`config.mk`:
```
export PLATFORM = sky130hd
export DESIGN_NAME = sunras_out_stage
export DESIGN_NICKNAME = d
export VERILOG_FILES = /design/src/rtl/sunras_pkg.sv /design/src/rtl/sunras_out_stage.sv
export SDC_FILE = /design/constraint.sdc
export NUM_CORES = 1
export LEC_CHECK = 0
export ABC_AREA = 1
export BUFFER_PORTS_ARGS = -buffer_cell sky130_fd_sc_hd__buf_4
export CORE_AREA = 2 2 59 61
export CTS_CLUSTER_DIAMETER = 100
export DETAILED_ROUTE_END_ITERATION = 16
export DIE_AREA = 0 0 61 63
export GPL_ROUTABILITY_DRIVEN = 1
export PLACE_DENSITY = 0.83
export SLEW_MARGIN = 20
export SYNTH_ARGS = -nofsm -noshare
export SYNTH_HDL_FRONTEND = slang
export SYNTH_SLANG_ARGS = --single-unit
```
`constraint.sdc`:
```
create_clock -name clk -period 4.3 [get_ports clk]
set_input_delay 0.215 -clock clk [delete_from_list [all_inputs] [get_ports clk]]
set_output_delay 0.215 -clock clk [all_outputs]
set_load 0.05 [all_outputs]
```
`src/rtl/sunras_pkg.sv`:
```
// Shared types and constants for the Sun rasterfile RLE pixel decoder.
// No dependencies; every other file of the block but sunras_palette_ram imports this package.
`default_nettype none

package sunras_pkg;

    localparam int PAL_DEPTH  = 256;
    localparam int PAL_AW     = $clog2(PAL_DEPTH);
    localparam int PAL_DW     = 24;
    localparam int CFG_IDX_W  = 3;
    localparam int CFG_DATA_W = 13;

    localparam logic [8:0]  PAL_SIZE_MAX = 9'(PAL_DEPTH);
    localparam logic [12:0] MAX_WIDTH    = 13'd4096;
    localparam logic [12:0] MAX_HEIGHT   = 13'd4096;
    localparam logic [7:0]  ESC_BYTE     = 8'h80;
    localparam logic [7:0]  ESC_LITERAL  = 8'h00;
    localparam logic [7:0]  ESC_PAIR     = 8'h01;

    typedef enum logic [2:0] {
        CFG_INDEXED_MODE = 3'd0,
        CFG_RLE_ENABLE   = 3'd1,
        CFG_IMAGE_WIDTH  = 3'd2,
        CFG_IMAGE_HEIGHT = 3'd3,
        CFG_PALETTE_SIZE = 3'd4
    } cfg_index_t;

    typedef enum logic [1:0] {
        FUNC_PAL_WRITE = 2'd0,
        FUNC_DATA      = 2'd1,
        FUNC_START     = 2'd2,
        FUNC_IDLE      = 2'd3
    } func_t;

    typedef enum logic [1:0] {
        ERR_NONE   = 2'd0,
        ERR_INDEX  = 2'd1,
        ERR_ESCAPE = 2'd2
    } err_code_t;

    typedef enum logic [1:0] {
        ESC_IDLE = 2'd0,
        ESC_CODE = 2'd1,
        ESC_ONE  = 2'd2,
        ESC_RUN  = 2'd3
    } esc_phase_t;

    typedef struct packed {
        logic [1:0] func;
        logic       byte_valid;
        logic [7:0] data_byte;
        logic [7:0] entry_index;
        logic [7:0] entry_red;
        logic [7:0] entry_green;
        logic [7:0] entry_blue;
    } req_t;

    typedef struct packed {
        logic       byte_taken;
        logic       pixel_valid;
        logic [7:0] pixel_red;
        logic [7:0] pixel_green;
        logic [7:0] pixel_blue;
        logic       last_pixel;
        logic [1:0] error_code;
    } rsp_t;

    // decode result waiting for the palette read data
    typedef struct packed {
        logic       byte_taken;
        logic       pixel_valid;
        logic       from_pal;
        logic       mono_white;
        logic       last_pixel;
        logic [1:0] error_code;
    } s1_t;

endpackage

`default_nettype wire

```
`src/rtl/sunras_out_stage.sv`:
```
// Palette lookup stage and output register with request flow control.
// Depends on sunras_pkg for the stage and response types.
`default_nettype none

module sunras_out_stage (
    input  logic                         clk,
    input  logic                         rst_n,
    input  logic                         accept,
    output logic                         in_ready,
    input  sunras_pkg::s1_t              s1_in,
    input  logic [sunras_pkg::PAL_DW-1:0] pal_rdata,
    output logic                         out_valid,
    input  logic                         out_ready,
    output sunras_pkg::rsp_t             out_rsp
);

    import sunras_pkg::*;

    logic  s1_valid_reg, s1_valid_next;
    s1_t   s1_reg;
    logic  out_valid_reg, out_valid_next;
    rsp_t  out_reg, out_next;
    logic  s1_move;
    logic [7:0] mono_level;

    assign s1_move  = s1_valid_reg && (!out_valid_reg || out_ready);
    assign in_ready = !s1_valid_reg || s1_move;

    always_comb
    begin
        s1_valid_next = s1_valid_reg;
        if (accept)
        begin
            s1_valid_next = 1'b1;
        end
        else if (s1_move)
        begin
            s1_valid_next = 1'b0;
        end

        out_valid_next = out_valid_reg;
        if (s1_move)
        begin
            out_valid_next = 1'b1;
        end
        else if (out_ready)
        begin
            out_valid_next = 1'b0;
        end
    end

    assign mono_level = {8{s1_reg.mono_white}};

    always_comb
    begin
        out_next.byte_taken  = s1_reg.byte_taken;
        out_next.pixel_valid = s1_reg.pixel_valid;
        out_next.last_pixel  = s1_reg.last_pixel;
        out_next.error_code  = s1_reg.error_code;
        out_next.pixel_red   = '0;
        out_next.pixel_green = '0;
        out_next.pixel_blue  = '0;
        if (s1_reg.pixel_valid)
        begin
            if (s1_reg.from_pal)
            begin
                out_next.pixel_red   = pal_rdata[23:16];
                out_next.pixel_green = pal_rdata[15:8];
                out_next.pixel_blue  = pal_rdata[7:0];
            end
            else
            begin
                out_next.pixel_red   = mono_level;
                out_next.pixel_green = mono_level;
                out_next.pixel_blue  = mono_level;
            end
        end
    end

    always_ff @(posedge clk or negedge rst_n)
    begin
        if (!rst_n)
        begin
            s1_valid_reg  <= 1'b0;
            out_valid_reg <= 1'b0;
        end
        else
        begin
            s1_valid_reg  <= s1_valid_next;
            out_valid_reg <= out_valid_next;
        end
    end

    always_ff @(posedge clk)
    begin
        if (accept)
        begin
            s1_reg <= s1_in;
        end
        if (s1_move)
        begin
            out_reg <= out_next;
        end
    end

    assign out_valid = out_valid_reg;
    assign out_rsp   = out_reg;

endmodule

`default_nettype wire

```
Yosys cells after proc, flatten, opt, wreduce, memory -nomap -nowiden. Index checks and enable logic that the tools add are counted.

Word-level logic and storage cells: 27. Memories kept: 0. Memory bits (read-only): 0. Flip-flop bits (word level): 38. Bits in latches: 0. Memory bits (writable): 0. Input bits: 35.

Equality and inequality tests: 0. $lt $le $gt $ge: 0. Reduce and logical (&&, ||, !) cells: 7. Bitwise operators: 0. Div/mod/pow operators: 0. Shift operators: 0. Mux-type cells: 5. $mul: 0. Add/sub/neg operators: 0.

Operator list (number): two-way mux 24 bit (1); two-way mux 1 bit (4); nonzero test 2 bit (2); logical NOT 1 bit (2); logical OR 1 bit (2); logical AND 1 bit (1).

Logic depth before layout (Yosys ltp). Gate-level depths: netlist of run 1.

Depth after elaboration: 5. Depth in mapped cells: 5. Depth with buffers taken out: 3.

Worst setup path after synthesis of run 1. Ideal clock, no wire load.

Path type: reg2reg. Start: register out_valid_reg, in the netlist out_valid. End: register out_reg, in the netlist out_rsp[0], enable pin. Path buffers: 0. Library setup time: 0.425 ns. Data required time: 3.875 ns. Data arrival time: 2.120 ns. Path slack: 1.756 ns. Cell stages (with the launch flop): 2. Cells stage by stage: dfrtp_1 -> a21oi_1.

Word-level cells in the longest chain between the ends: 3.

RTL lines: start, declared (RTL line sunras_out_stage.sv:21) `logic out_valid_reg, out_valid_next;`; start signal, assigned (RTL line sunras_out_stage.sv:90) `out_valid_reg <= out_valid_next;`; logical NOT 1 bit (RTL line sunras_out_stage.sv:26) `assign s1_move = s1_valid_reg && (!out_valid_reg || out_ready);`; logical OR 1 bit (RTL line sunras_out_stage.sv:26); logical AND 1 bit (RTL line sunras_out_stage.sv:26); end signal, assigned (RTL line sunras_out_stage.sv:102) `out_reg <= out_next;`; end, declared (RTL line sunras_out_stage.sv:22) `rsp_t out_reg, out_next;`.

Every way passes these cells. A chain may end at the register's enable or synchronous reset.

Final worst setup path of run 1.
Start: register s1_reg[4] (netlist bit). End: register out_reg, in the netlist out_rsp[22] (data pin).

Word-level cells in the longest chain between the ends: 1.

RTL lines: start, declared (RTL line sunras_out_stage.sv:20) `s1_t s1_reg;`; start signal, assigned (RTL line sunras_out_stage.sv:98) `s1_reg <= s1_in;`; two-way mux 24 bit (RTL line sunras_out_stage.sv:65) `if (s1_reg.from_pal)`.

Every way passes these cells.

==> results of run 1 <==
[power by group through the flow]
stage	Clock, W	Combinational, W	Sequential (W)
3_5_place_dp	0	0.000214	0.000470
2_1_floorplan	0	0.0000577	0.000555
6_report	0.000168	0.000214	0.000460
4_1_cts	0.000175	0.000215	0.000461
5_1_grt	0.000192	0.000225	0.000465
3_3_place_gp	0	0.000209	0.000469
[final cells by class]
type / instances / area, sq um / area share (%)
sequential: 38 / 1131 / 54.26
timing repair buffer: 67 / 505.5 / 24.25
multi-input combinational: 54 / 321.6 / 15.43
tap: 46 / 57.56 / 2.761
clock buffer: 5 / 37.54 / 1.801
inverter: 5 / 21.27 / 1.020
clock inverter: 2 / 10.01 / 0.4802
[cell usage after synthesis, drive strengths merged]
master	instances
edfxtp	36
nand2	28
a21oi	25
buf	7
inv	5
dfrtp	2
nand3	1
[stage by stage]
step	cell area [sq um]	std cells	total power (W)
after floorplan	1529	104	0.0006131
after global placement	2027	209	0.0006776
after detailed placement	2027	209	0.0006838
after CTS	2085	217	0.0008517
after global routing	2085	217	0.0008812
final	2085	217	0.0008419
[final timing paths]
path / startpoint / end / slack (ns) / cells after the start
max in group asynchronous: rst_n / out_valid / 4.02 / 2
min in group asynchronous: rst_n / s1_valid_reg / 0.19 / 2
max reg2reg: s1_reg[4] / out_rsp[22] / 2.66 / 3
max: s1_reg[4] / out_rsp[22] / 2.66 / 3
min: s1_in[3] / mono_level[0] / 0.05 / 1
min reg2reg: out_next[0] / out_rsp[0] / 0.43 / 0
[cell usage in the layout (no fill, tap or decap)]
cell | Yosys | routed
dfrtp_1 | 2 | 2
inv_1 | 4 | 4
nand3_1 | 1 | 1
edfxtp_1 | 36 | 36
inv_4 | 1 | 1
nand2_1 | 27 | 27
dlygate4sd3_1 | 0 | 1
clkbuf_4 | 0 | 5
nand2_4 | 1 | 1
a21oi_2 | 20 | 21
a21oi_1 | 5 | 4
clkinv_2 | 0 | 2
buf_4 | 2 | 66
[kinds of logic (layout without fill, tap and decap cells)]
kind of cell / count (synthesis) / in the layout / synth area share, %
flip-flops: 38 / 38 / 73.98
AO/OA/AOI/OAI: 25 / 25 / 13.09
buffers and inverters: 12 / 79 / 5.237
AND/OR/NAND/NOR: 29 / 29 / 7.692
[per-layer routing]
layer  part of all wire (%)  vias up  wire [microns]
li1                       -      494               -
met5                      0        -               0
met4                   0.33        0              10
met2                     55       52            1649
met3                    8.5        2             254
met1                     36      477            1090
[timing repair]
| action | CTS | global route |
|---|---|---|
| endpoints found under the setup margin | 0 | 0 |
| hold buffers | 1 | 0 |
| endpoints found under the hold margin | 2 | 0 |
==> results.toml, run 1 <==
[status]
status = "finished clean"

[sta]
finalMaxSlewViolations = 0
hold_ws_ns = 0.04705
worst_slack_ns = 2.658
finalSetupTns_ns = 0
relSlewSlack_pct = 30.54
finalHoldViolCount = 0
finalCritPeriodShare_pct = 38.20
max_clock_freq_mhz = 608.8
fin_skew_ns = 0.006506
rsz0062_at_grt = "no"
period_minus_slack_ns = 1.642
worst-slew-pin-transition_ns = 1.041
finalSetupViolCount = 0

[routing]
ant_nets = 0
vias = 1025
drc_errors = 0
routed_wl_microns = 3004
drt_iter0_drc = 38
avgRoutedWirePerCell_microns = 13.84
firstDrtPassIters = 4
vias_per_cell = 4.724

[setup_path]
crit_path_start_kind = "flop"
slowest_stage = "edfxtp_1"
crit_arrival_ns = 1.70
worst-path-buf-inv = 1
worstSetupPathType = "reg2reg"
cp_cell_sequence = "inv_4 > nand2_4 > a21oi_1"
crit_family = "flip-flops"
end_kind = "flop"
cp_max_fo = 25
crit_required_ns = 4.36
cp_slowest_stage_delay_ns = 0.87

[synth]
ys_seq_area_share_pct = 73.98
yosysTopAreaCellShare_pct = 70.70
postSynthCellCount = 104
yosysWarnings = 0
avgSynthCellArea_sq_um = 14.70
synthDistinctLibCells = 12
netlist_area_sq_um = 1529
synth.largest_area_cell = "edfxtp_1"
synth-seq-cells = 38
yosys-top-cells-area = "edfxtp_1 (71%), a21oi_2 (11%), nand2_1 (6.6%)"
syn_nets = 139

[floorplanning]
start_util_pct = 47.31
dieArea_sq_um = 3843
boundaryPins = 66
die_w_microns = 61
rows = 21
design.core.area_sq_um = 3232
fp.dieH_microns = 63

[global_routing]
use_met3_pct = 5.383
grt_pass1_wl_microns = 4719
grt_pass1_vias = 1025
use_met1_pct = 20.70
antenna_found_initial = 0
overflow = 0
use_met2_pct = 28.09
grt_max_degree = 30
track_usage_pct = 17.40
grt-busiest-layer = "met2"

[power]
power_density_nw_per_um2 = 403.9
switching_share_pct = 31.95
p_leak_nw = 0.8670
switchingPower_w = 0.0002690
p_seq_share_pct = 54.7
irDropWorstVdd_v = 0.0002235
p_comb_share_pct = 25.4
p_clk_share_pct = 19.9
internal-power_w = 0.0005729

[placement]
place_ws_ns = 2.673
gp_congestion = 0.7008
portBuffers = 65
dp_hpwl_microns = 2178

[cells_and_area]
n_antenna_cell = 0
final_util_pct = 64.50
largest_reg_flops = 29
area_growth_pct = 36.33
nNetsFinal = 206
drive_above_1_share_pct = 56.14
nFillCells = 259

[clocking]
cts_post_setup_buffers_inserted = 0
cts_resized = 0
insertion_delay_ns = 0.34
clock-sinks = 38
h-tree-depth = 2
cts_tree = "built"
cts_buffers = 5
cts.path.max_buffers = 2
clk_pin_slew_ns = 0.11
clockRootBuffer = "clkbuf_4"

[flow_run]
maxCapViolCount = 0

[min_path]
worst_hold_path_type = "in2reg"
Note: power is estimated with default switching activity, not from simulation.
==> inputs of run 2 (changes only) <==
CORE_AREA = 2 2 64 66   (was 2 2 59 61)
DIE_AREA = 0 0 66 68   (was 0 0 61 63)
PLACE_DENSITY = 0.75   (was 0.83)
clock period = 1.34 ns   (was 4.3 ns; I/O delays follow)
==> run 2 against run 1 <==
Compared with the run above:
- count of clock-buffer cells in the layout grew 2
- highest routed layer is now met3
- sequential power grew to 3.2 times the previous value
- first-iteration DRC count shrank 39%
- hold slack gained 0.017 ns
- final cell count grew 8.3%
- utilization shrank 4.3 points
==> results.toml, run 2 (synthesized netlist as in run 1, its figures left out) <==
[routing]
avgRoutedWirePerCell_microns = 12.44
routed_wl_microns = 2924
ant_nets = 0
drt_iter0_drc = 23
drc_errors = 0
vias = 1055
drt-met1-wl_microns = 1027
vias_per_cell = 4.489
route.met2.wl_microns = 1622
wl_met3_microns = 274
maxUsedRoutingLayer = "met3"
firstDrtPassIters = 4

[cells_and_area]
post-route-cell-area_sq_um = 2322
register_area_sq_um = 1132
area_growth_pct = 51.88
n_antenna_cell = 0
nFillCells = 308
layout_common_cells = "buf_4 (68), edfxtp_1 (36), nand2_1 (27), a21oi_2 (20), dlygate4sd3_1 (8)"
final_util_pct = 60.22
instances_no_fill = 235
largest_reg_flops = 29
drive_above_1_share_pct = 55.14
nNetsFinal = 219
final_common_cell = "buf_4"
multi_input_comb_area_sq_um = 329.1

[global_routing]
antenna_found_initial = 0
grt_max_degree = 30
overflow = 0
track_usage_pct = 13.36
grt_pass1_wl_microns = 4416
grt_pass1_vias = 1079

[flow_run]
maxCapViolCount = 0

[power]
p_leak_nw = 0.9662
power_density_nw_per_um2 = 1358
irDropWorstVdd_v = 0.001045

[min_path]
hold_end = "out_next[28]"
whs_path_depth = 1
worst_hold_path_type = "in2reg"
hold_start = "accept"

[setup_path]
slowest_stage = "dfrtp_2"
crit_start = "out_valid"
r2r_start = "out_valid"
reg2reg_depth = 2
crit_required_ns = 1.27
crit_path_start_kind = "flop"
crit_arrival_ns = 1.04
reg2reg_slack_ns = 0.24
cp_max_fo = 4
crit_family = "flip-flops"
end_kind = "output pin"
worst-path-buf-inv = 1
cp_slowest_stage_delay_ns = 0.44
worstSetupPathType = "reg2out"
cp_cell_sequence = "nand3_1 > buf_4"
r2r_end = "out_rsp[3]"

[clocking]
h-tree-depth = 2
cts_buffers = 5
cts_resized = 0
clk_pin_slew_ns = 0.07
cts_hold_buf = 8
cts_tree = "built"
cts_post_setup_buffers_inserted = 0
insertion_delay_ns = 0.28
clock-sinks = 38
cts.path.max_buffers = 2
clockRootBuffer = "clkbuf_8"

[placement]
postPlaceCellArea_sq_um = 2136
gp_congestion = 0.6636
portBuffers = 65
placed_cells = 219
dp_hpwl_microns = 2154

[floorplanning]
design.core.area_sq_um = 3856
fp.dieH_microns = 68
dieArea_sq_um = 4488
die_w_microns = 66
boundaryPins = 66
start_util_pct = 39.65
rows = 23

[sta]
finalCritPeriodShare_pct = 82.87
fin_skew_ns = 0.007261
finalMaxSlewViolations = 0
finalSetupViolCount = 0
rsz0062_at_grt = "no"
finalHoldViolCount = 0
worst-slew-pin-transition_ns = 0.1613
max_clock_freq_mhz = 900.5
finalSetupTns_ns = 0
hold_ws_ns = 0.06400
period_minus_slack_ns = 1.111
relSlewSlack_pct = 89.24

[status]
status = "finished clean"
-- run 2: power breakdown --
group	total (W)	internal, W	switching (W)
clock	0.000922	0.000557	0.000365
sequential	0.00147	0.00143	0.0000348
combinational	0.000764	0.000275	0.000490
-- run 2: routing by layer --
metal / global-route usage, % / vias to the layer above
met2: 27.65 / 39
li1: - / 524
met5: 0 / -
met4: 4.082 / 0
met1: 11.63 / 492
met3: 5.099 / 0
-- run 2: how the worst max path moves through the flow --
stage	to	cells past startpoint	slack, ns
2_1_floorplan	out_rsp[0]	1	-0.16
3_3_place_gp	out_rsp[10]	2	0.27
3_5_place_dp	out_rsp[26]	2	0.25
4_1_cts	in_ready	2	0.23
5_1_grt	in_ready	2	0.18
6_report	in_ready	2	0.23
-- run 2: metrics by stage --
step / setup WS [ns] / total power [W]
2_1_floorplan: -0.1565 / 0.001971
3_3_place_gp: 0.2710 / 0.002226
3_5_place_dp: 0.2484 / 0.002244
4_1_cts: 0.2309 / 0.003168
5_1_grt: 0.1831 / 0.003251
6_report: 0.2295 / 0.003153
-- run 2: area by class of cell --
cell class              count  area share, %
clock inverters             1          1.293
well taps                  50          2.694
repair buffers             80          28.88
inverters                   5         0.9159
clock buffers               7          3.287
flip-flops and latches     38          48.76
multi-input cells          54          14.17
==> inputs of run 3 (changes only) <==
CORE_AREA = 2 2 61 63   (was 2 2 64 66)
DIE_AREA = 0 0 63 65   (was 0 0 66 68)
PLACE_DENSITY = 0.79   (was 0.75)
clock period = 1.1 ns   (was 1.34 ns; I/O delays follow)
==> run 3 against run 2 <==
Compared with the run above:
- the flow now finishes with violations (setup timing)
- critical endpoint is now out_rsp[26]
- utilization is 8.6 points higher
- clock skew rose by 0.00056 ns
- largest cell class unchanged
- clock power decreased by 5.7%
- sequential power up 22%
- via count up 2.7%
==> results.toml, run 3 (synthesized netlist as in run 1, its figures left out) <==
[power]
internal-power_w = 0.002581
p_seq_share_pct = 48.9
irDropWorstVdd_v = 0.0009771
power_density_nw_per_um2 = 1522
p_leak_nw = 0.9927
switching_share_pct = 29.55
p_clk_share_pct = 23.7
p_comb_share_pct = 27.4
switchingPower_w = 0.001083

[cells_and_area]
drive_above_1_share_pct = 59.26
final_util_pct = 68.86
largest_reg_flops = 29
nFillCells = 244
layout_common_cells = "buf_4 (67), edfxtp_1 (36), nand2_1 (26), a21oi_2 (23), dlygate4sd3_1 (9)"
area_growth_pct = 57.45
n_antenna_cell = 0
instances_no_fill = 237
final_common_cell = "buf_4"
nNetsFinal = 224

[sta]
rsz0062_at_grt = "yes"
finalSetupViolCount = 41
finalCritPeriodShare_pct = 107.4
relSlewSlack_pct = 83.13
hold_ws_ns = 0.05025
finalHoldViolCount = 0
worst_slack_ns = -0.08159
period_minus_slack_ns = 1.182
finalSetupTns_ns = -2.425
max_clock_freq_mhz = 846.3
finalMaxSlewViolations = 0
fin_skew_ns = 0.007826
worst-slew-pin-transition_ns = 0.2531

[global_routing]
overflow = 0
track_usage_pct = 15.78
grt_pass1_wl_microns = 4788
grt_max_degree = 30
antenna_found_initial = 0
grt_pass1_vias = 1095

[setup_path]
cp_max_fo = 29
reg2reg_slack_ns = -0.08
crit_path_start_kind = "flop"
crit_required_ns = 1.13
end_kind = "flop"
worstSetupPathType = "reg2reg"
crit_arrival_ns = 1.22

[placement]
portBuffers = 65
placed_cells = 218
dp_hpwl_microns = 2126
place_ws_ns = 0.01192
gp_congestion = 0.6474

[floorplanning]
fp.dieH_microns = 65
rows = 22
die_w_microns = 63
design.core.area_sq_um = 3496
dieArea_sq_um = 4095
boundaryPins = 66
start_util_pct = 43.74

[clocking]
clk_pin_slew_ns = 0.10
cts_tree = "built"
insertion_delay_ns = 0.33
cts.path.max_buffers = 2
cts_buffers = 5
clock-sinks = 38
clockRootBuffer = "clkbuf_4"
h-tree-depth = 2

[status]
status = "finished with violations"
violations = "setup timing"

[routing]
firstDrtPassIters = 4
routed_wl_microns = 3225
vias_per_cell = 4.570
avgRoutedWirePerCell_microns = 13.61
ant_nets = 0
vias = 1083
drc_errors = 0
drt_iter0_drc = 21

[flow_run]
maxCapViolCount = 0

[min_path]
worst_hold_path_type = "in2async"
## run 3: power by group through the flow
stage,logic [W],clock network (W),registers (W)
after CTS,0.000960,0.000898,0.00179
after global routing,0.00105,0.000962,0.00181
after floorplan,0.000231,0,0.00217
after global placement,0.000901,0,0.00182
final,0.00100,0.000869,0.00179
after detailed placement,0.000921,0,0.00182
## run 3: layout make-up
class / count / area [sq um] / share of cell area (%)
clock buffers: 5 / 37.54 / 1.559
clock inverters: 2 / 33.78 / 1.403
inverters: 5 / 21.27 / 0.8836
multi-input cells: 54 / 375.4 / 15.59
flip-flops and latches: 38 / 1132 / 47.04
well taps: 48 / 60.06 / 2.495
repair buffers: 85 / 747.0 / 31.03
## run 3: path summary, 6_finish.rpt
check	startpoint	endpoint	depth (start not counted)
min reg2reg	out_next[0]	out_rsp[0]	0
min in group clk	out_ready	out_valid	4
max reg2reg	out_valid	out_rsp[26]	3
max	out_valid	out_rsp[26]	3
max in group asynchronous	rst_n	out_valid	2
min	rst_n	out_valid	2
## run 3: what timing repair did
action                                  4_1_cts  5_1_grt
gates cloned                                  0        2
resized for setup                             4       12
buffers inserted                              1        0
hold buffers                                  9        0
endpoints found under the hold margin        17        0
endpoints found under the setup margin        3       44
## run 3: per-layer routing
metal  wire [microns]  vias up  track usage (%)
li1                 -      535                -
met5                0        -                0
met2             1848       38            29.39
met4               22        0            4.167
met3              187        3            6.076
met1             1166      507            16.57
## run 3: metrics by stage
stage	instance area (sq um)	total power [W]
floorplan	1541	0.002401
global placement	2141	0.002717
detailed placement	2141	0.002742
CTS	2326	0.003645
global route	2407	0.003817
finish	2407	0.003663
## run 3: critical path, cell delays in order, from the launching register on
cell     delay, ns
dfrtp_2       0.41
buf_4         0.14
a21oi_4       0.14
buf_12        0.21
