File: config.mk
export PLATFORM = sky130hd
export DESIGN_NAME = sunras_decode
export DESIGN_NICKNAME = d
export VERILOG_FILES = /design/src/rtl/sunras_pkg.sv /design/src/rtl/sunras_decode.sv
export SDC_FILE = /design/constraint.sdc
export NUM_CORES = 1
export LEC_CHECK = 0
export BUFFER_PORTS_ARGS = -buffer_cell sky130_fd_sc_hd__buf_4
export CAP_MARGIN = 20
export CORE_UTILIZATION = 54
export CTS_CLUSTER_SIZE = 40
export DETAILED_ROUTE_END_ITERATION = 8
export GPL_TIMING_DRIVEN = 0
export PLACE_DENSITY = 0.7
export SYNTH_ARGS = -nofsm -noshare
export SYNTH_HDL_FRONTEND = slang
export SYNTH_SLANG_ARGS = --single-unit
File: constraint.sdc
create_clock -name clk -period 23.2 [get_ports clk]
set_input_delay 3.48 -clock clk [delete_from_list [all_inputs] [get_ports clk]]
set_output_delay 3.48 -clock clk [all_outputs]
set_load 0.03 [all_outputs]
File: src/rtl/sunras_pkg.sv
// Shared types and constants for the Sun rasterfile RLE pixel decoder.
// No dependencies; every other file of the block but sunras_palette_ram imports this package.
`default_nettype none

package sunras_pkg;

    localparam int PAL_DEPTH  = 256;
    localparam int PAL_AW     = $clog2(PAL_DEPTH);
    localparam int PAL_DW     = 24;
    localparam int CFG_IDX_W  = 3;
    localparam int CFG_DATA_W = 13;

    localparam logic [8:0]  PAL_SIZE_MAX = 9'(PAL_DEPTH);
    localparam logic [12:0] MAX_WIDTH    = 13'd4096;
    localparam logic [12:0] MAX_HEIGHT   = 13'd4096;
    localparam logic [7:0]  ESC_BYTE     = 8'h80;
    localparam logic [7:0]  ESC_LITERAL  = 8'h00;
    localparam logic [7:0]  ESC_PAIR     = 8'h01;

    typedef enum logic [2:0] {
        CFG_INDEXED_MODE = 3'd0,
        CFG_RLE_ENABLE   = 3'd1,
        CFG_IMAGE_WIDTH  = 3'd2,
        CFG_IMAGE_HEIGHT = 3'd3,
        CFG_PALETTE_SIZE = 3'd4
    } cfg_index_t;

    typedef enum logic [1:0] {
        FUNC_PAL_WRITE = 2'd0,
        FUNC_DATA      = 2'd1,
        FUNC_START     = 2'd2,
        FUNC_IDLE      = 2'd3
    } func_t;

    typedef enum logic [1:0] {
        ERR_NONE   = 2'd0,
        ERR_INDEX  = 2'd1,
        ERR_ESCAPE = 2'd2
    } err_code_t;

    typedef enum logic [1:0] {
        ESC_IDLE = 2'd0,
        ESC_CODE = 2'd1,
        ESC_ONE  = 2'd2,
        ESC_RUN  = 2'd3
    } esc_phase_t;

    typedef struct packed {
        logic [1:0] func;
        logic       byte_valid;
        logic [7:0] data_byte;
        logic [7:0] entry_index;
        logic [7:0] entry_red;
        logic [7:0] entry_green;
        logic [7:0] entry_blue;
    } req_t;

    typedef struct packed {
        logic       byte_taken;
        logic       pixel_valid;
        logic [7:0] pixel_red;
        logic [7:0] pixel_green;
        logic [7:0] pixel_blue;
        logic       last_pixel;
        logic [1:0] error_code;
    } rsp_t;

    // decode result waiting for the palette read data
    typedef struct packed {
        logic       byte_taken;
        logic       pixel_valid;
        logic       from_pal;
        logic       mono_white;
        logic       last_pixel;
        logic [1:0] error_code;
    } s1_t;

endpackage

`default_nettype wire

File: src/rtl/sunras_decode.sv
// Configuration registers, escape/run/mono state and row/column counters.
// Issues palette reads and writes; depends on sunras_pkg.
`default_nettype none

module sunras_decode (
    input  logic                                clk,
    input  logic                                rst_n,
    input  logic                                cfg_we,
    input  logic [sunras_pkg::CFG_IDX_W-1:0]    cfg_index,
    input  logic [sunras_pkg::CFG_DATA_W-1:0]   cfg_wdata,
    input  logic                                accept,
    input  sunras_pkg::req_t                    req,
    output logic                                pal_we,
    output logic [sunras_pkg::PAL_AW-1:0]       pal_waddr,
    output logic [sunras_pkg::PAL_DW-1:0]       pal_wdata,
    output logic                                pal_re,
    output logic [sunras_pkg::PAL_AW-1:0]       pal_raddr,
    output sunras_pkg::s1_t                     s1_info
);

    import sunras_pkg::*;

    logic        indexed_reg;
    logic        rle_reg;
    logic [12:0] width_reg;
    logic [12:0] height_reg;
    logic [8:0]  psize_reg;

    esc_phase_t  esc_phase_reg, esc_phase_next, esc_phase_base;
    logic [7:0]  esc_count_reg, esc_count_next, esc_count_base;
    logic [7:0]  run_rem_reg, run_rem_next;
    logic [7:0]  run_val_reg, run_val_next;
    logic [7:0]  mono_byte_reg, mono_byte_next;
    logic [3:0]  mono_left_reg, mono_left_next;
    logic [11:0] pos_reg, pos_next;
    logic [12:0] col_reg, col_next;
    logic [11:0] row_reg, row_next;
    logic [1:0]  err_reg, err_next;
    logic        done_reg, done_next;

    logic [12:0] w_eff, h_eff, rb, pb, pos_inc, col_inc, row_inc, col_room;
    logic [8:0]  ps_eff;
    logic [3:0]  mono_n;
    logic        row_data;

    logic        rle_dec_en, rle_run_load, rle_bad;
    logic [7:0]  rle_dec_b, rle_run_rem;

    logic        data_go, dec_en, emit_en, adv, err_raise;
    logic [7:0]  dec_b, emit_byte;
    logic [3:0]  emit_left;
    logic [1:0]  err_new;
    logic        taken, pv, from_pal, white, last;

    // effective geometry
    assign w_eff = (width_reg == '0) ? 13'd1 :
                   ((width_reg > MAX_WIDTH) ? MAX_WIDTH : width_reg);
    assign h_eff = (height_reg == '0) ? 13'd1 :
                   ((height_reg > MAX_HEIGHT) ? MAX_HEIGHT : height_reg);
    assign ps_eff = (psize_reg > PAL_SIZE_MAX) ? PAL_SIZE_MAX : psize_reg;
    assign rb = indexed_reg ? w_eff : 13'((w_eff + 13'd7) >> 3);
    assign pb = rb + {12'd0, rb[0]};
    assign pos_inc  = {1'b0, pos_reg} + 13'd1;
    assign row_data = ({1'b0, pos_reg} < rb);
    assign col_inc  = col_reg + 13'd1;
    assign row_inc  = {1'b0, row_reg} + 13'd1;
    assign col_room = w_eff - col_reg;
    assign mono_n   = (col_room > 13'd8) ? 4'd8 : col_room[3:0];

    // escape sequence: next phase
    always_comb
    begin
        esc_phase_base = esc_phase_reg;
        esc_count_base = esc_count_reg;
        case (esc_phase_reg)
            ESC_IDLE:
            begin
                if (req.data_byte == ESC_BYTE)
                begin
                    esc_phase_base = ESC_CODE;
                end
            end
            ESC_CODE:
            begin
                if (req.data_byte == ESC_LITERAL)
                begin
                    esc_phase_base = ESC_IDLE;
                end
                else if (req.data_byte == ESC_PAIR)
                begin
                    esc_phase_base = ESC_ONE;
                end
                else
                begin
                    esc_phase_base = ESC_RUN;
                    esc_count_base = req.data_byte;
                end
            end
            ESC_ONE:  esc_phase_base = ESC_IDLE;
            ESC_RUN:  esc_phase_base = ESC_IDLE;
            default:  esc_phase_base = ESC_IDLE;
        endcase
    end

    // escape sequence: decoded byte and run load
    always_comb
    begin
        rle_dec_en   = 1'b0;
        rle_dec_b    = req.data_byte;
        rle_run_load = 1'b0;
        rle_run_rem  = esc_count_reg;
        rle_bad      = 1'b0;
        case (esc_phase_reg)
            ESC_IDLE:
            begin
                rle_dec_en = (req.data_byte != ESC_BYTE);
            end
            ESC_CODE:
            begin
                if (req.data_byte == ESC_LITERAL)
                begin
                    rle_dec_en = 1'b1;
                    rle_dec_b  = ESC_BYTE;
                end
            end
            ESC_ONE:
            begin
                if (req.data_byte != ESC_BYTE)
                begin
                    rle_bad = 1'b1;
                end
                else
                begin
                    rle_run_load = 1'b1;
                    rle_run_rem  = 8'd1;
                    rle_dec_en   = 1'b1;
                    rle_dec_b    = ESC_BYTE;
                end
            end
            ESC_RUN:
            begin
                rle_run_load = 1'b1;
                rle_dec_en   = 1'b1;
            end
            default:
            begin
                rle_dec_en = 1'b0;
            end
        endcase
    end

    assign data_go = accept && (req.func == FUNC_DATA) && !done_reg && (err_reg == ERR_NONE);

    always_comb
    begin
        esc_phase_next = esc_phase_reg;
        esc_count_next = esc_count_reg;
        run_rem_next   = run_rem_reg;
        run_val_next   = run_val_reg;
        mono_byte_next = mono_byte_reg;
        mono_left_next = mono_left_reg;
        pos_next       = pos_reg;
        col_next       = col_reg;
        row_next       = row_reg;
        err_next       = err_reg;
        done_next      = done_reg;
        dec_en         = 1'b0;
        dec_b          = run_val_reg;
        emit_en        = 1'b0;
        emit_byte      = mono_byte_reg;
        emit_left      = mono_left_reg;
        adv            = 1'b0;
        err_raise      = 1'b0;
        err_new        = ERR_NONE;
        taken          = 1'b0;
        pv             = 1'b0;
        from_pal       = 1'b0;
        white          = 1'b0;
        last           = 1'b0;

        if (data_go)
        begin
            // pending mono bits first, then run copies, then the offered byte
            if (mono_left_reg != '0)
            begin
                emit_en = 1'b1;
            end
            else if (run_rem_reg != '0)
            begin
                run_rem_next = run_rem_reg - 8'd1;
                dec_en       = 1'b1;
            end
            else if (req.byte_valid)
            begin
                taken = 1'b1;
                if (rle_reg)
                begin
                    esc_phase_next = esc_phase_base;
                    esc_count_next = esc_count_base;
                    if (rle_run_load)
                    begin
                        run_val_next = rle_dec_b;
                        run_rem_next = rle_run_rem;
                    end
                    if (rle_bad)
                    begin
                        err_raise = 1'b1;
                        err_new   = ERR_ESCAPE;
                    end
                    dec_en = rle_dec_en;
                    dec_b  = rle_dec_b;
                end
                else
                begin
                    dec_en = 1'b1;
                    dec_b  = req.data_byte;
                end
            end

            if (dec_en)
            begin
                pos_next = (pos_inc >= pb) ? '0 : pos_inc[11:0];
                if (row_data && (col_reg < w_eff))
                begin
                    if (indexed_reg)
                    begin
                        if ({1'b0, dec_b} >= ps_eff)
                        begin
                            err_raise = 1'b1;
                            err_new   = ERR_INDEX;
                        end
                        else
                        begin
                            pv       = 1'b1;
                            from_pal = 1'b1;
                            adv      = 1'b1;
                        end
                    end
                    else
                    begin
                        emit_en   = 1'b1;
                        emit_byte = dec_b;
                        emit_left = mono_n;
                    end
                end
            end

            if (emit_en)
            begin
                pv             = 1'b1;
                white          = !emit_byte[7];
                mono_byte_next = {emit_byte[6:0], 1'b0};
                mono_left_next = emit_left - 4'd1;
                adv            = 1'b1;
            end

            if (adv)
            begin
                if (col_inc >= w_eff)
                begin
                    if (row_inc < h_eff)
                    begin
                        row_next = row_reg + 12'd1;
                        col_next = '0;
                    end
                    else
                    begin
                        col_next = w_eff;
                        last     = 1'b1;
                    end
                end
                else
                begin
                    col_next = col_inc;
                end
            end

            if (err_raise)
            begin
                err_next       = err_new;
                run_rem_next   = '0;
                mono_left_next = '0;
                esc_phase_next = ESC_IDLE;
            end

            // end of image once the last pixel and the trailing pad are through
            if ((err_next == ERR_NONE) && (({1'b0, row_next} + 13'd1) >= h_eff) &&
                (col_next >= w_eff) && (pos_next == '0) && (mono_left_next == '0))
            begin
                run_rem_next   = '0;
                esc_phase_next = ESC_IDLE;
                done_next      = 1'b1;
            end
        end
        else if (accept && (req.func == FUNC_START))
        begin
            esc_phase_next = ESC_IDLE;
            esc_count_next = '0;
            run_rem_next   = '0;
            run_val_next   = '0;
            mono_byte_next = '0;
            mono_left_next = '0;
            pos_next       = '0;
            col_next       = '0;
            row_next       = '0;
            err_next       = ERR_NONE;
            done_next      = 1'b0;
        end
    end

    always_ff @(posedge clk or negedge rst_n)
    begin
        if (!rst_n)
        begin
            indexed_reg <= 1'b1;
            rle_reg     <= 1'b0;
            width_reg   <= 13'd1;
            height_reg  <= 13'd1;
            psize_reg   <= PAL_SIZE_MAX;
        end
        else if (cfg_we)
        begin
            case (cfg_index)
                CFG_INDEXED_MODE: indexed_reg <= cfg_wdata[0];
                CFG_RLE_ENABLE:   rle_reg     <= cfg_wdata[0];
                CFG_IMAGE_WIDTH:  width_reg   <= cfg_wdata[12:0];
                CFG_IMAGE_HEIGHT: height_reg  <= cfg_wdata[12:0];
                CFG_PALETTE_SIZE: psize_reg   <= cfg_wdata[8:0];
                default:          indexed_reg <= indexed_reg;
            endcase
        end
    end

    always_ff @(posedge clk or negedge rst_n)
    begin
        if (!rst_n)
        begin
            esc_phase_reg <= ESC_IDLE;
            esc_count_reg <= '0;
            run_rem_reg   <= '0;
            run_val_reg   <= '0;
            mono_byte_reg <= '0;
            mono_left_reg <= '0;
            pos_reg       <= '0;
            col_reg       <= '0;
            row_reg       <= '0;
            err_reg       <= ERR_NONE;
            done_reg      <= 1'b0;
        end
        else
        begin
            esc_phase_reg <= esc_phase_next;
            esc_count_reg <= esc_count_next;
            run_rem_reg   <= run_rem_next;
            run_val_reg   <= run_val_next;
            mono_byte_reg <= mono_byte_next;
            mono_left_reg <= mono_left_next;
            pos_reg       <= pos_next;
            col_reg       <= col_next;
            row_reg       <= row_next;
            err_reg       <= err_next;
            done_reg      <= done_next;
        end
    end

    assign pal_we    = accept && (req.func == FUNC_PAL_WRITE) &&
                       ({1'b0, req.entry_index} < PAL_SIZE_MAX);
    assign pal_waddr = req.entry_index[PAL_AW-1:0];
    assign pal_wdata = {req.entry_red, req.entry_green, req.entry_blue};
    assign pal_re    = accept && (req.func == FUNC_DATA);
    assign pal_raddr = dec_b[PAL_AW-1:0];

    assign s1_info.byte_taken  = taken;
    assign s1_info.pixel_valid = pv;
    assign s1_info.from_pal    = from_pal;
    assign s1_info.mono_white  = white;
    assign s1_info.last_pixel  = last;
    assign s1_info.error_code  = err_next;

endmodule

`default_nettype wire

### Word-level counts from Yosys, hierarchy flattened

Cells that the tools add are included.

| word-level totals | value |
|---|---|
| register bits after elaboration | 115 |
| bits in latches | 0 |
| bits in writable memories | 0 |
| memory bits (read-only) | 0 |
| input bits | 63 |
| output and inout bits | 49 |
| word-level logic and storage cells | 249 |
| memories | 0 |

| operators by class | value |
|---|---|
| add/subtract/negate cells | 10 |
| $mul | 0 |
| div/mod/pow operators | 0 |
| magnitude comparators | 12 |
| eq/ne operators | 30 |
| shift-type cells | 0 |
| multiplexer cells | 144 |
| bitwise operators | 0 |
| reduce and logical (&&, ||, !) cells | 37 |

Operators by type and width:

| kind | number |
|---|---|
| 2-to-1 mux 8 bit | 39 |
| 2-to-1 mux 13 bit | 11 |
| 2-to-1 mux 12 bit | 10 |
| greater-or-equal comparator 13 bit | 4 |
| 2-to-1 mux 1 bit | 46 |
| 2-to-1 mux 2 bit | 23 |
| 2-to-1 mux 4 bit | 10 |
| adder 12 x 1 -> 13 bit, second input constant | 3 |
| greater-than comparator 13 bit, second input constant | 2 |
| zero test 13 bit | 2 |
| < comparator 13 bit | 2 |
| != test 4 x 2 -> 1 bit, second input constant | 4 |
| case mux 8 bit (2 select lines) | 1 |
| != test 5 x 2 -> 1 bit, second input constant | 3 |
| != test 2 bit, second input constant | 7 |
| AND reduction 2 bit | 7 |
| adder 13 x 1 -> 13 bit | 1 |
| adder 13 x 1 -> 13 bit, second input constant | 1 |
| adder 13 x 3 -> 13 bit, second input constant | 1 |
| greater-than comparator 13 x 4 -> 1 bit, second input constant | 1 |
| < comparator 12 x 13 -> 1 bit | 1 |
| subtractor 13 bit | 1 |
| adder 12 x 1 -> 12 bit, second input constant | 1 |
| zero test 12 bit | 1 |
| 31 further kinds | 51 |

### Depth between registers and ports, before layout

| depth | value |
|---|---|
| depth in word-level cells | 25 |
| gate-level depth with buffers | 36 |

### Worst setup path after synthesis

Ideal clock, no wire load.

| timing path | value |
|---|---|
| path type | input to output |
| from | input port req[38] (netlist name) |
| to | output port s1_info[0] (netlist name) |
| arrival | 6.015 ns |
| data required time | 19.720 ns |
| slack | 13.705 ns |
| cell stages on the path | 12 |
| path buffers | 0 |
| path through | nor4_1 nand2_1 nor2_1 nand4_1 nor2_1 a21oi_1 o21ai_0 ha_1 a211oi_1 o211ai_1 nand3_1 o21ai_0 |

RTL lines:

| what | line | source |
|---|---|---|
| start: declaration | sunras_decode.sv:12 | `input sunras_pkg::req_t req,` |
| end: declaration | sunras_decode.sv:18 | `output sunras_pkg::s1_t s1_info` |

### Worst setup path in the final report

| timing path | value |
|---|---|
| from | input port req[38] (netlist name) |
| to | register run_rem_reg[1] |

| on the way | value |
|---|---|
| cells in the longest elaborated chain, start to end | 25 |
| elaborated cells between the ends (all ways) | 88 |

RTL lines:

| what | line | source |
|---|---|---|
| != test 8 bit or zero test 8 bit (tied branches) | sunras_decode.sv:116, sunras_decode.sv:128, sunras_decode.sv:120 |  |
| 2-to-1 mux 8 bit (on tied branches) | sunras_decode.sv:128, sunras_decode.sv:120 |  |
| case mux 8 bit (2 select lines) | sunras_decode.sv:113 | `case (esc_phase_reg)` |
| 2-to-1 mux 8 bit | sunras_decode.sv:196 | `if (rle_reg)` |
| 2-to-1 mux 8 bit | sunras_decode.sv:193 | `else if (req.byte_valid)` |
| 2-to-1 mux 8 bit | sunras_decode.sv:188 | `else if (run_rem_reg != '0)` |
| 2-to-1 mux 8 bit | sunras_decode.sv:184 | `if (mono_left_reg != '0)` |
| 2-to-1 mux 8 bit | sunras_decode.sv:181 | `if (data_go)` |
| [... 7 more ...] | -- |  |
| 2-to-1 mux 12 bit | sunras_decode.sv:257 | `if (adv)` |
| 2-to-1 mux 12 bit | sunras_decode.sv:181 |  |
| adder 12 x 1 -> 13 bit | sunras_decode.sv:287 | `if ((err_next == ERR_NONE) && (({1'b0, row_next} + 13'd1) >= h_eff) &&` |
| greater-or-equal comparator 13 bit | sunras_decode.sv:287 |  |
| logical AND 1 bit (2 in series) | sunras_decode.sv:287 |  |
| logical AND 1 bit (2 in series) | sunras_decode.sv:288 | `(col_next >= w_eff) && (pos_next == '0) && (mono_left_next == '0))` |
| != test 5 x 2 -> 1 bit (no line) (tied with other cells) | -- |  |
| AND reduction 5 bit (no line) or 2-to-1 mux 8 bit (tied branches) | -- |  |
| end signal: assignment | sunras_decode.sv:354 | `run_rem_reg <= run_rem_next;` |
| end: declaration | sunras_decode.sv:31 | `logic [7:0] run_rem_reg, run_rem_next;` |

Several ways; a longest one is shown, not always the timed one. The select of a mux whose other input is x is not followed.
A chain may end at the register's enable or synchronous reset.

==> metrics.log <==
[metrics] result of the run: complete, no violations
[metrics] clock-pin slew reported for the worst setup and hold paths after clock tree synthesis: 0.06 ns
[metrics] Syn-to-layout area delta: 14.9%
[metrics] kind of critical path: input port to flip-flop
[metrics] unrepaired setup endpoints after global routing: false
[metrics] top cell family by delay on the critical path: simple AND/OR/NAND/NOR gates
[metrics] Post-synth EDFFs: 0
[metrics] maximum clock insertion buffer count: 2
[metrics] clock latency of the later-clocked register in the worst-skew pair: 0.43 ns
[metrics] final weighted congestion in routability-driven placement: 0.972
[metrics] CTS HTree Levels: 4
[metrics] CP Launch Type: input port
[metrics] final hold viol count: 0
[metrics] endpoints failing setup: 0
[metrics] FFs w/ async S/R, synth: 1.00
[metrics] register area share after synthesis: 0.264
[metrics] count of unique library cells instantiated by Yosys: 84
[metrics] cell type contributing the most total cell area after synthesis: sky130_fd_sc_hd__dfrtp_1
[metrics] post-synth top area share: 0.254
[metrics] overall die height: 144 µm
[metrics] clock buffer count from CTS: 17
[metrics] buffering stage count on the worst path with inverters included: 2
[metrics] GRT Residual Overflow: 0
[metrics] ratio of final minimum period to clock period: 0.495
[metrics] initial core utilization: 0.553
[metrics] number of hold buffers added after cts: 0
[metrics] Final Util: 0.635
[metrics] transition time at the pin with the least slew margin: 0.944 ns
[metrics] via count of the first global-routing pass: 9484
[metrics] count of nets after finishing: 1607
[metrics] dominant cells by area after synthesis: sky130_fd_sc_hd__dfrtp_1 25%, sky130_fd_sc_hd__ha_1 12%, sky130_fd_sc_hd__nand2_1 6.2%, sky130_fd_sc_hd__o21ai_0 4.9%, sky130_fd_sc_hd__mux2_2 3.7%
[metrics] cell count after synthesis: 1340
[metrics] antenna violations before repair: 0
[metrics] global-route wire length before repair: 51300 µm
[metrics] Post-synth top cells: 178 x sky130_fd_sc_hd__nand2_1, 110 x sky130_fd_sc_hd__dfrtp_1, 106 x sky130_fd_sc_hd__o21ai_0, 101 x sky130_fd_sc_hd__ha_1, 83 x sky130_fd_sc_hd__nor2_1
[metrics] CTS sink count: 114
[metrics] total detailed-routing wirelength: 33100 µm
[metrics] dominant combinational cell family by area after synthesis: simple AND/OR/NAND/NOR gates
[metrics] Fin Hold WS: 0.491 ns
[metrics] DRC violations left: 0
[metrics] data arrival time at the worst-slack endpoint: 11.79 ns
[metrics] pin count of the biggest net entering global routing: 82
[metrics] post-route setup TNS: 0 ns
[metrics] Yosys warnings: 0
[metrics] post-synthesis average cell area: 8.09 µm²
[metrics] Maximum Capacitance Violations: 0
[metrics] DP Wirelength: 25600 µm
[metrics] post-CTS resize count: 0
[metrics] share of the synthesized area in compound gates (AO/OA/AOI/OAI): 0.213
[metrics] Mapped Area: 10800 µm²
[metrics] wire length per cell: 19.2 µm
[metrics] type of the tightest min-delay check: flip-flop to flip-flop
[metrics] highest cell delay on the worst timing path: 0.66 ns
[metrics] Synth Area in Simple Gates: 0.233
[metrics] flop and latch count out of synthesis: 114
[metrics] XOR/XNOR Fraction of Synth Area: 0.0590
[metrics] Achievable Freq: 87.1 MHz
[metrics] buffers added on ports: 79
[metrics] Fin Clk Skew: 0.0167 ns
[metrics] root buf cell: sky130_fd_sc_hd__clkbuf_16
[metrics] TritonCTS clock tree: done
[metrics] final period demand of the worst path: 11.49 ns
[metrics] Routed Antenna Nets: 0
[metrics] highest fanout seen on the critical path: 10
[metrics] number of primary I/O pins: 112
[metrics] overall power: 1.44 mW
[metrics] count of pins over their slew limit: 0
[metrics] Lkg Pwr: 5.58 nW
[metrics] std cell rows: 51
[metrics] total inserted antenna cells: 0
[metrics] Top FF cell, synth: sky130_fd_sc_hd__dfrtp_1
[metrics] element type at the critical path end: flip-flop
[metrics] standard cell area after detailed placement: 11800 µm²
[metrics] buffers inserted by post-CTS timing repair: 0
[metrics] critical-path cell with the highest stage delay: sky130_fd_sc_hd__a221oi_1
[metrics] 1st-pass router iterations: 6
[metrics] count leader, synth: sky130_fd_sc_hd__nand2_1
[metrics] share of post-route cells with drive strength above 1: 0.151
[metrics] GRT Resource Usage Total: 0.329
[metrics] Worst IR Drop VDD: 0.0805 mV
[metrics] final cell area excluding filler cells: 12400 µm²
[metrics] net count after synthesis: 1505
[metrics] most frequent CP cell: sky130_fd_sc_hd__nor2_1
[metrics] total power density per cell area: 116 nW/µm²
[metrics] post-detailed-route via-to-cell ratio: 6.14
[metrics] vias post-DR: 10565
[metrics] max-slew headroom at the worst pin: 0.371
[metrics] die outline area: 20600 µm²
[metrics] initial DRC count: 1074
[metrics] post-synthesis adder-cell area fraction: 0.118
[metrics] Core Area: 19600 µm²
[metrics] critical path data required time: 23.50 ns
[metrics] portion of netlist area occupied by mux cells: 0.0469
[metrics] width of the die: 144 µm
==> metrics by stage <==
stage,cells,setup slack (ns)
4_1_cts,1719,11.90
3_3_place_gp,1684,11.41
5_1_grt,1720,11.32
2_1_floorplan,1340,13.71
6_report,1720,11.71
3_5_place_dp,1687,11.49
==> metal layers <==
layer  vias to the layer above  share of wire  track usage  routed length, µm
met4                         0          0.018       0.0913                597
met3                        39          0.075       0.0593               2470
met5                         -              0            0                  0
met1                      5023           0.46        0.464              15300
li1                       5069              -            -                  -
met2                       434           0.44        0.514              14700
==> cells in the final DEF (no fill, tap or decap), types with 17 or more instances in the layout <==
cell type	synthesis	final
sky130_fd_sc_hd__buf_4	38	116
sky130_fd_sc_hd__xnor2_1	44	44
sky130_fd_sc_hd__nor2_1	83	83
sky130_fd_sc_hd__nor2b_1	18	18
sky130_fd_sc_hd__nand3_1	53	53
sky130_fd_sc_hd__a21o_1	23	23
sky130_fd_sc_hd__nand4_1	19	19
sky130_fd_sc_hd__nand2b_1	22	22
sky130_fd_sc_hd__inv_1	54	54
sky130_fd_sc_hd__clkbuf_16	0	17
sky130_fd_sc_hd__nand2_1	178	178
sky130_fd_sc_hd__clkbuf_1	46	48
sky130_fd_sc_hd__a31oi_1	21	21
sky130_fd_sc_hd__o21ai_0	106	106
sky130_fd_sc_hd__nor3_1	30	30
sky130_fd_sc_hd__xor2_1	29	29
sky130_fd_sc_hd__a211oi_1	17	17
sky130_fd_sc_hd__dfrtp_1	110	110
sky130_fd_sc_hd__and3_1	20	20
sky130_fd_sc_hd__ha_1	101	101
sky130_fd_sc_hd__nor4_1	17	17
sky130_fd_sc_hd__mux2_2	36	36
sky130_fd_sc_hd__a21oi_1	60	60
==> cell families (layout without fill, tap and decap cells) <==
logic type | count (synthesis) | after routing
AOI/OAI and AO/OA | 344 | 344
xor gates and xnor gates | 73 | 73
buffers and inverters | 151 | 266
and+or+nand+nor | 510 | 510
muxes | 46 | 46
DFF | 114 | 114
adders and majority gates | 102 | 102
==> worst reg2reg max path: cells and delay by family (launching register included) <==
family          cells  cell delay [ns]
buf+inv             4             1.03
simple gates       10             3.16
flops               1             0.43
xor+xnor            2             0.46
compound gates     13             3.46
fa+ha+maj           4             1.01
mux                 1             0.36
==> path summary, 6_finish.rpt <==
path | to | cells past startpoint | slack (ns) | startpoint
worst max-delay path | run_rem_reg[1]$_DFFE_PN0P_ | 32 | 11.71 | req[38]
worst min-delay path | esc_count_reg[7]$_DFFE_PN0P_ | 2 | 0.49 | esc_count_reg[7]$_DFFE_PN0P_
worst max register to register | run_rem_reg[1]$_DFFE_PN0P_ | 34 | 13.17 | run_rem_reg[0]$_DFFE_PN0P_
worst min register to register | esc_count_reg[7]$_DFFE_PN0P_ | 2 | 0.49 | esc_count_reg[7]$_DFFE_PN0P_
max in group asynchronous | height_reg[0]$_DFFE_PN1P_ | 2 | 19.49 | rst_n
min in group asynchronous | esc_count_reg[3]$_DFFE_PN0P_ | 1 | 2.95 | rst_n
==> area by class of cell <==
class,instances,area (µm²)
multi-input cells,1075,7260
fillers,1726,7150
flip-flops and latches,114,2860
repair buffers,83,639
plain buffers,95,510
clock buffers,21,460
well taps,265,332
inverters,56,210
clock inverters,11,178
==> report_power, final <==
part / switching [mW] / internal (mW) / total, mW
Combinational: 0.537 / 0.330 / 0.866
Sequential: 0.0487 / 0.236 / 0.284
Clock: 0.102 / 0.186 / 0.289
Note: power is estimated with default switching activity, not from simulation.
